**config.mk**
```make
export PLATFORM = sky130hd
export DESIGN_NAME = frame_stream_pixel_mapper_unit
export DESIGN_NICKNAME = d
export VERILOG_FILES = /design/src/rtl/fspm_pkg.sv /design/src/rtl/frame_stream_pixel_mapper_unit.sv /design/src/rtl/fspm_pixel_map.sv
export SDC_FILE = /design/constraint.sdc
export NUM_CORES = 1
export LEC_CHECK = 0
export ABC_AREA = 1
export ABC_CLOCK_PERIOD_IN_PS = 12800
export BUFFER_PORTS_ARGS = -buffer_cell sky130_fd_sc_hd__buf_2
export CAP_MARGIN = 10
export CORE_MARGIN = 4
export CORE_UTILIZATION = 55
export CTS_CLUSTER_DIAMETER = 200
export DETAILED_ROUTE_END_ITERATION = 16
export MAX_ROUTING_LAYER = met4
export PLACE_DENSITY = 0.73
export SYNTH_ARGS = -nofsm -noshare
export SYNTH_HDL_FRONTEND = slang
export SYNTH_HIERARCHICAL = 1
export SYNTH_SLANG_ARGS = --single-unit
```
**constraint.sdc**
```tcl
create_clock -name i_clk -period 12.8 [get_ports i_clk]
set_input_delay 0 -clock i_clk [delete_from_list [all_inputs] [get_ports i_clk]]
set_output_delay 0 -clock i_clk [all_outputs]
set_load 0.005 [all_outputs]
```
**src/rtl/fspm_pkg.sv**
```systemverilog
`timescale 1ns / 1ps
// Package for the frame stream pixel mapper: phase type, magic bytes,
// frame sizes and the pixel hit struct. No dependencies.
package fspm_pkg;

    typedef enum logic [1:0] {
        PH_HUNT = 2'd0,
        PH_SIZE = 2'd1,
        PH_CHAN = 2'd2,
        PH_PIX  = 2'd3
    } t_phase;

    localparam logic [7:0] MAGIC_0 = 8'h23;
    localparam logic [7:0] MAGIC_1 = 8'h54;
    localparam logic [7:0] MAGIC_2 = 8'h26;
    localparam logic [7:0] MAGIC_3 = 8'h66;

    localparam logic [7:0] WIDE_W   = 8'd18;
    localparam logic [7:0] WIDE_H   = 8'd8;
    localparam logic [7:0] SQUARE_W = 8'd16;
    localparam logic [7:0] SQUARE_H = 8'd16;

    localparam int LEVEL_SHIFT = 6;

    typedef struct packed {
        logic       hit;
        logic [3:0] x;
        logic [3:0] y;
    } t_pix_hit;

    function automatic logic [7:0] magic_byte(input logic [1:0] idx);
        logic [7:0] m;
        case (idx)
            2'd0:    m = MAGIC_0;
            2'd1:    m = MAGIC_1;
            2'd2:    m = MAGIC_2;
            default: m = MAGIC_3;
        endcase
        return m;
    endfunction

endpackage

```
**src/rtl/frame_stream_pixel_mapper_unit.sv**
```systemverilog
`timescale 1ns / 1ps
// Top level of the frame stream pixel mapper: frame parser and output register.
// Depends on fspm_pkg and fspm_pixel_map.
//
// The slave stream takes one received byte per beat in s_axis_tdata. The
// parser hunts for the magic 23 54 26 66, reads four size bytes and four
// channel bytes, then maps each pixel byte of an 18x8 or 16x16 frame to a
// display write. Frames larger than MAX_PIXELS are dropped after the size.
// Each write leaves on the master stream as one beat carrying x, y and a
// two-bit level. A write appears in the cycle after the byte that caused it
// is accepted; bytes that cause no write produce no beat.
// One byte is taken every cycle unless a write waits on a stalled receiver.
// The result register holds a write while the receiver stalls; a new byte
// is still accepted when that register is empty or is being emptied in the
// same cycle, so a stall stops the input only while a write is waiting.
// Synchronous active-low reset returns the parser to hunting and empties
// the result register.
module frame_stream_pixel_mapper_unit
    import fspm_pkg::*;
#(
    parameter int MAX_PIXELS = 256
) (
    input  logic        i_clk,
    input  logic        i_rst_n,
    input  logic        s_axis_tvalid,
    output logic        s_axis_tready,
    input  logic [7:0]  s_axis_tdata,   // [7:0] rx_byte
    output logic        m_axis_tvalid,
    input  logic        m_axis_tready,
    output logic [15:0] m_axis_tdata    // [3:0] pixel_x, [7:4] pixel_y, [9:8] level
);

    localparam int BW = $clog2(MAX_PIXELS + 1);

    t_phase      r_phase, n_phase;
    logic [1:0]  r_hdr, n_hdr;
    logic [7:0]  r_height, n_height;
    logic [7:0]  r_width, n_width;
    logic [BW-1:0] r_left, n_left;
    logic [7:0]  r_col, n_col;
    logic [7:0]  r_row, n_row;
    logic        r_out_valid;
    logic [15:0] r_out_data;

    logic        w_accept;
    logic [15:0] w_np;
    logic [7:0]  w_col_inc;
    logic        w_emit;
    t_pix_hit    w_hit;

    assign s_axis_tready = !r_out_valid || m_axis_tready;
    assign w_accept      = s_axis_tvalid && s_axis_tready;
    assign w_np          = 16'(s_axis_tdata) * 16'(r_height);
    assign w_col_inc     = r_col + 8'd1;

    fspm_pixel_map u_map (
        .i_frame_height (r_height),
        .i_frame_width  (r_width),
        .i_column       (r_col),
        .i_row          (r_row),
        .o_hit          (w_hit)
    );

    always_comb begin
        n_phase  = r_phase;
        n_hdr    = r_hdr;
        n_height = r_height;
        n_width  = r_width;
        n_left   = r_left;
        n_col    = r_col;
        n_row    = r_row;
        w_emit   = 1'b0;
        if (w_accept) begin
            unique case (r_phase)
                PH_HUNT: begin
                    if (s_axis_tdata == magic_byte(r_hdr)) begin
                        n_hdr = r_hdr + 2'd1;
                        if (r_hdr == 2'd3) begin
                            n_phase = PH_SIZE;
                        end
                    end else begin
                        n_hdr = 2'd0;
                    end
                end
                PH_SIZE: begin
                    n_hdr = r_hdr + 2'd1;
                    if (r_hdr == 2'd1) begin
                        n_height = s_axis_tdata;
                    end
                    if (r_hdr == 2'd3) begin
                        n_width = s_axis_tdata;
                        if (w_np > 16'(MAX_PIXELS)) begin
                            n_phase = PH_HUNT;
                        end else begin
                            n_left  = w_np[BW-1:0];
                            n_phase = PH_CHAN;
                        end
                    end
                end
                PH_CHAN: begin
                    n_hdr = r_hdr + 2'd1;
                    if (r_hdr == 2'd3) begin
                        n_col   = 8'd0;
                        n_row   = 8'd0;
                        n_phase = (r_left == '0) ? PH_HUNT : PH_PIX;
                    end
                end
                PH_PIX: begin
                    w_emit = w_hit.hit;
                    if (w_col_inc == r_width) begin
                        n_col = 8'd0;
                        n_row = r_row + 8'd1;
                    end else begin
                        n_col = w_col_inc;
                    end
                    if (r_left != '0) begin
                        n_left = r_left - BW'(1);
                    end
                    if (r_left <= BW'(1)) begin
                        n_phase = PH_HUNT;
                    end
                end
                default: n_phase = PH_HUNT;
            endcase
        end
    end

    always_ff @(posedge i_clk) begin
        if (!i_rst_n) begin
            r_phase  <= PH_HUNT;
            r_hdr    <= 2'd0;
            r_height <= 8'd0;
            r_width  <= 8'd0;
            r_left   <= '0;
            r_col    <= 8'd0;
            r_row    <= 8'd0;
        end else begin
            r_phase  <= n_phase;
            r_hdr    <= n_hdr;
            r_height <= n_height;
            r_width  <= n_width;
            r_left   <= n_left;
            r_col    <= n_col;
            r_row    <= n_row;
        end
    end

    always_ff @(posedge i_clk) begin
        if (!i_rst_n) begin
            r_out_valid <= 1'b0;
        end else if (w_emit) begin
            r_out_valid <= 1'b1;
        end else if (m_axis_tready) begin
            r_out_valid <= 1'b0;
        end
    end

    always_ff @(posedge i_clk) begin
        if (w_emit) begin
            r_out_data <= {6'd0, s_axis_tdata[7:LEVEL_SHIFT], w_hit.y, w_hit.x};
        end
    end

    assign m_axis_tvalid = r_out_valid;
    assign m_axis_tdata  = r_out_data;

endmodule

```
**src/rtl/fspm_pixel_map.sv**
```systemverilog
`timescale 1ns / 1ps
// Maps a frame position to a display coordinate for the supported frame sizes.
// Depends on fspm_pkg.
module fspm_pixel_map
    import fspm_pkg::*;
(
    input  logic [7:0] i_frame_height,
    input  logic [7:0] i_frame_width,
    input  logic [7:0] i_column,
    input  logic [7:0] i_row,
    output t_pix_hit   o_hit
);

    logic [7:0] w_x_wide;
    logic [7:0] w_y_wide;
    logic [7:0] w_x_square;

    assign w_x_wide   = 8'd16 - i_column;
    assign w_y_wide   = i_row + 8'd4;
    assign w_x_square = 8'd15 - i_column;

    always_comb begin
        o_hit = '0;
        if (i_frame_height == WIDE_H && i_frame_width == WIDE_W) begin
            if (i_column >= 8'd1 && i_column <= 8'd16 && i_row < 8'd8) begin
                o_hit.hit = 1'b1;
                o_hit.x   = w_x_wide[3:0];
                o_hit.y   = w_y_wide[3:0];
            end
        end else if (i_frame_height == SQUARE_H && i_frame_width == SQUARE_W) begin
            if (i_column < 8'd16 && i_row < 8'd16) begin
                o_hit.hit = 1'b1;
                o_hit.x   = w_x_square[3:0];
                o_hit.y   = i_row[3:0];
            end
        end
    end

endmodule

```
==> implementation parameters <==
Parameter                              Value

Placed design
  Dpl ws    8.07 ns
  Placed wire-length estimate    9990 um
  Port Buffers    23
  Final Wtd Congestion    0.911

Floorplan
  Core footprint    10800 um2
  Die ar.    12800 um2
  Horizontal die dimension    113 um
  Effective utilization at floorplan    0.562
  Cell row count    38
  Height of the chip    113 um
  Boundary Pins    30

Critical path
  Launching element of the worst setup path    r_height[6]
  Slowest cell delay on critical path    0.55 ns
  Crit-path cells    nand2_1 > inv_1 > fa_1 > fa_1 > fa_1 > inv_1 > fa_1 > inv_1 > ha_1 > nand2_1 > inv_1 > a21oi_1 > nand3b_1 > nand2_1 > nand3_1 > nor2_2 > nand3_1 > nand2_2 > nand2_2 > nand2_1 > nand2_1 > nor2_1
  Most frequent cell on the critical path    nand2_1
  Critical path class    reg2reg
  Critical path required time    13.05 ns
  Worst setup EP type    flip-flop
  Critical path buffer and inverter count    4
  Setup crit start kind    flip-flop
  Arrival time of the worst setup path    5.03 ns
  Worst path slowest cell    dfxtp_1
  Worst-path maximum fanout    13
  Worst r2r src    r_height[6]
  Kind of cell adding the most delay to the critical path    adder cells

Min path
  Worst min-delay path category    in2reg
  Hold_sp    m_axis_tready

Cells and area
  Layout fillers    1056
  Post-layout util    0.581
  Register Area    1220 um2
  Count of nets after finishing    1018
  Number of diodes    0
  Area occupied by multi-input gates    3900 um2
  Ratio of cells with drive above 1 in the final layout    0.0773
  Area added between synthesis and finish    3.51%

Synth
  Cells after synthesis    919
  Avg Synthesized Cell Area    6.60 um2
  Sequential-to-total area share from yosys stat    0.201
  Number of enable-type register cells in the synthesized netlist    10
  Leading cell type by number of instances after synthesis    nand2_1
  Cell accounting for the most synthesized area    dfxtp_1
  Share of synthesized flip-flops with an asynchronous set or reset    0
  Total standard cell area after synthesis    6060 um2
  Yosys top cell area share    0.152
  Cell types occupying the most area after synthesis    dfxtp_1 (15%), nand2_1 (15%), inv_1 (12%)
  Synth unique cells    43
  Most frequently used flop master after synthesis    dfxtp_1
  Commonest cells in the synthesized netlist    nand2_1 (242), inv_1 (195), nor2_1 (79)
  Register bit count reported by yosys    56
  Number of warning messages in the yosys log    6

Route
  Final ANT Viol Nets    0
  Router iterations before antenna repair    4
  Routed wl met3    558 um
  Via-to-Cell Ratio    4.95
  Met2 routed WL    5500 um
  DRC violations left    0
  Routed length per placed instance    11.8 um
  Top sig layer    met4
  WL final    12400 um
  Vias    5237
  Met1 Wirelength    6290 um
  Number of violations reported at the end of detailed-routing iteration 0    407

STA
  Max Clock Skew    0.0114 ns
  Setup tns final    0 ns
  Maximum operating frequency    209 MHz
  Normalized max-slew margin    0.436
  Crit path time final    4.78 ns
  Unrepaired setup endpoints after global routing    false
  Max-slew violation count    0
  Transition time at the pin with the least slew margin    0.843 ns
  Setup WS post-layout    8.02 ns
  Hold violation count in the final report    0
  Total of endpoints with negative setup slack in the final report    0
  Post-route fraction of the period consumed by the critical path    0.373

Clock tree
  Clock edge transition at the registers on the reported setup and hold paths    0.10 ns
  H-tree levels    2
  Total of cells resized after clock tree synthesis    0
  Number of buffers created by CTS    5
  Post-CTS Hold Buffers    0
  Insertion delay of the later-clocked pin in the worst-skew pair    0.32 ns
  Post-CTS Setup Repair Bufs    0
  Root buffer selected by CTS    clkbuf_8
  Maximum root-to-sink buffer count    2
  TritonCTS Sinks    56
  TritonCTS clock tree    yes

Outcome
  Run status    finished clean

Power and ir drop
  Sw Share    0.240
  Worst ir drop on vdd    0.0389 mV
  Clock network fraction of design power    0.336
  Psw    69.1 uW
  Share of power burned in combinational logic    0.046
  Lkg Pwr    0.00339 uW
  Total power after layout    289 uW
  Relative contribution of sequential cells to total power    0.618
  Power density of the placed cells    46.0 nW/um2
  Internal power    219 uW

Global routing
  Initial antenna violation count    0
  Overall global routing resource usage    0.211
  GR Overflow Total    0
  Vias in the first global route    4639
  Maximum number of pins on one net before global-route repair    30
  Wire length of the first global-routing pass    21900 um

Run
  Max-cap viol count    0
## registers in the layout, summed over array words and instances (netlist names)
name	cells
r_left	9
m_axis_tvalid	1
r_col	8
r_hdr	2
m_axis_tdata	10
r_width	8
r_phase	2
r_height	8
r_row	8
## cell families (layout without fill, tap and decap cells)
logic type / after synthesis / count (layout) / share of synthesized area
AND/OR/NAND/NOR: 420 / 420 / 0.306
AO/OA/AOI/OAI: 94 / 94 / 0.0820
adder cells (fa/ha/maj): 88 / 88 / 0.226
other: 1 / 6 / 0.000619
flip-flops: 56 / 56 / 0.201
buffers and inverters: 243 / 238 / 0.158
XOR/XNOR: 17 / 17 / 0.0258
## power by group through the flow
stage / logic [uW] / registers, uW / clock network, uW
6_report: 13.2 / 179 / 96.9
5_1_grt: 14.7 / 179 / 107
4_1_cts: 13.3 / 179 / 101
3_5_place_dp: 13.2 / 183 / 0
3_3_place_gp: 13.3 / 183 / 0
2_1_floorplan: 9.61 / 183 / 0
## layout make-up
cell class                      instances  area share
Inverter                              207       0.124
Sequential cell                        56       0.195
Timing Repair Buffer                   23      0.0183
Clock inverter                          2     0.00179
Tap cell                              140      0.0279
Multi-Input combinational cell        625       0.622
Clock buffer                            6      0.0116
## metrics by stage
stage | cell area, um2 | hold slack [ns] | instances
final | 6270 | 0.0580 | 1059
after global routing | 6270 | 0.0552 | 1059
after CTS | 6270 | 0.0484 | 1059
after detailed placement | 6190 | 0.291 | 1051
after global placement | 6190 | 0.290 | 1051
after floorplan | 6080 | 0.0983 | 924
## cells in the final DEF (no fill, tap or decap), types with 2 or more instances in the layout
| cell | count |
|---|---|
| ha_1 | 52 |
| fa_1 | 36 |
| nand2_2 | 6 |
| xor2_1 | 11 |
| o21ai_0 | 27 |
| conb_1 | 6 |
| nand3_1 | 42 |
| nand3_2 | 10 |
| a21oi_1 | 56 |
| clkinv_1 | 3 |
| clkbuf_8 | 5 |
| dfxtp_1 | 46 |
| nor2_4 | 2 |
| inv_1 | 195 |
| nand2_1 | 242 |
| xnor2_1 | 5 |
| a21oi_2 | 3 |
| nor3_1 | 2 |
| nand4_1 | 20 |
| nor2_1 | 79 |
| edfxtp_1 | 10 |
| inv_2 | 10 |
| buf_2 | 23 |
| nand3b_1 | 5 |
| nor2_2 | 6 |
## path summary, 6_finish.rpt
check | end | cells past startpoint | slack, ns
max | r_left[1] | 22 | 8.02
min | m_axis_tvalid | 6 | 0.06
max reg2reg | r_left[1] | 22 | 8.02
min reg2reg | r_left[7] | 2 | 0.49
## routing by layer
metal | vias to the layer above | track usage
met3 | 10 | 0.0299
li1 | 2779 | -
met4 | 0 | 0.0321
met1 | 2362 | 0.307
met2 | 86 | 0.321
met5 | - | -
## worst reg2reg max path: cells and delay by family, from the launching register on
| kind | cells | cell delay [ns] |
|---|---|---|
| fa+ha+maj | 5 | 2.42 |
| simple gates | 12 | 1.29 |
| flops | 1 | 0.55 |
| buf+inv | 4 | 0.26 |
| compound gates | 1 | 0.19 |
Power figures use the tool's default switching activity.
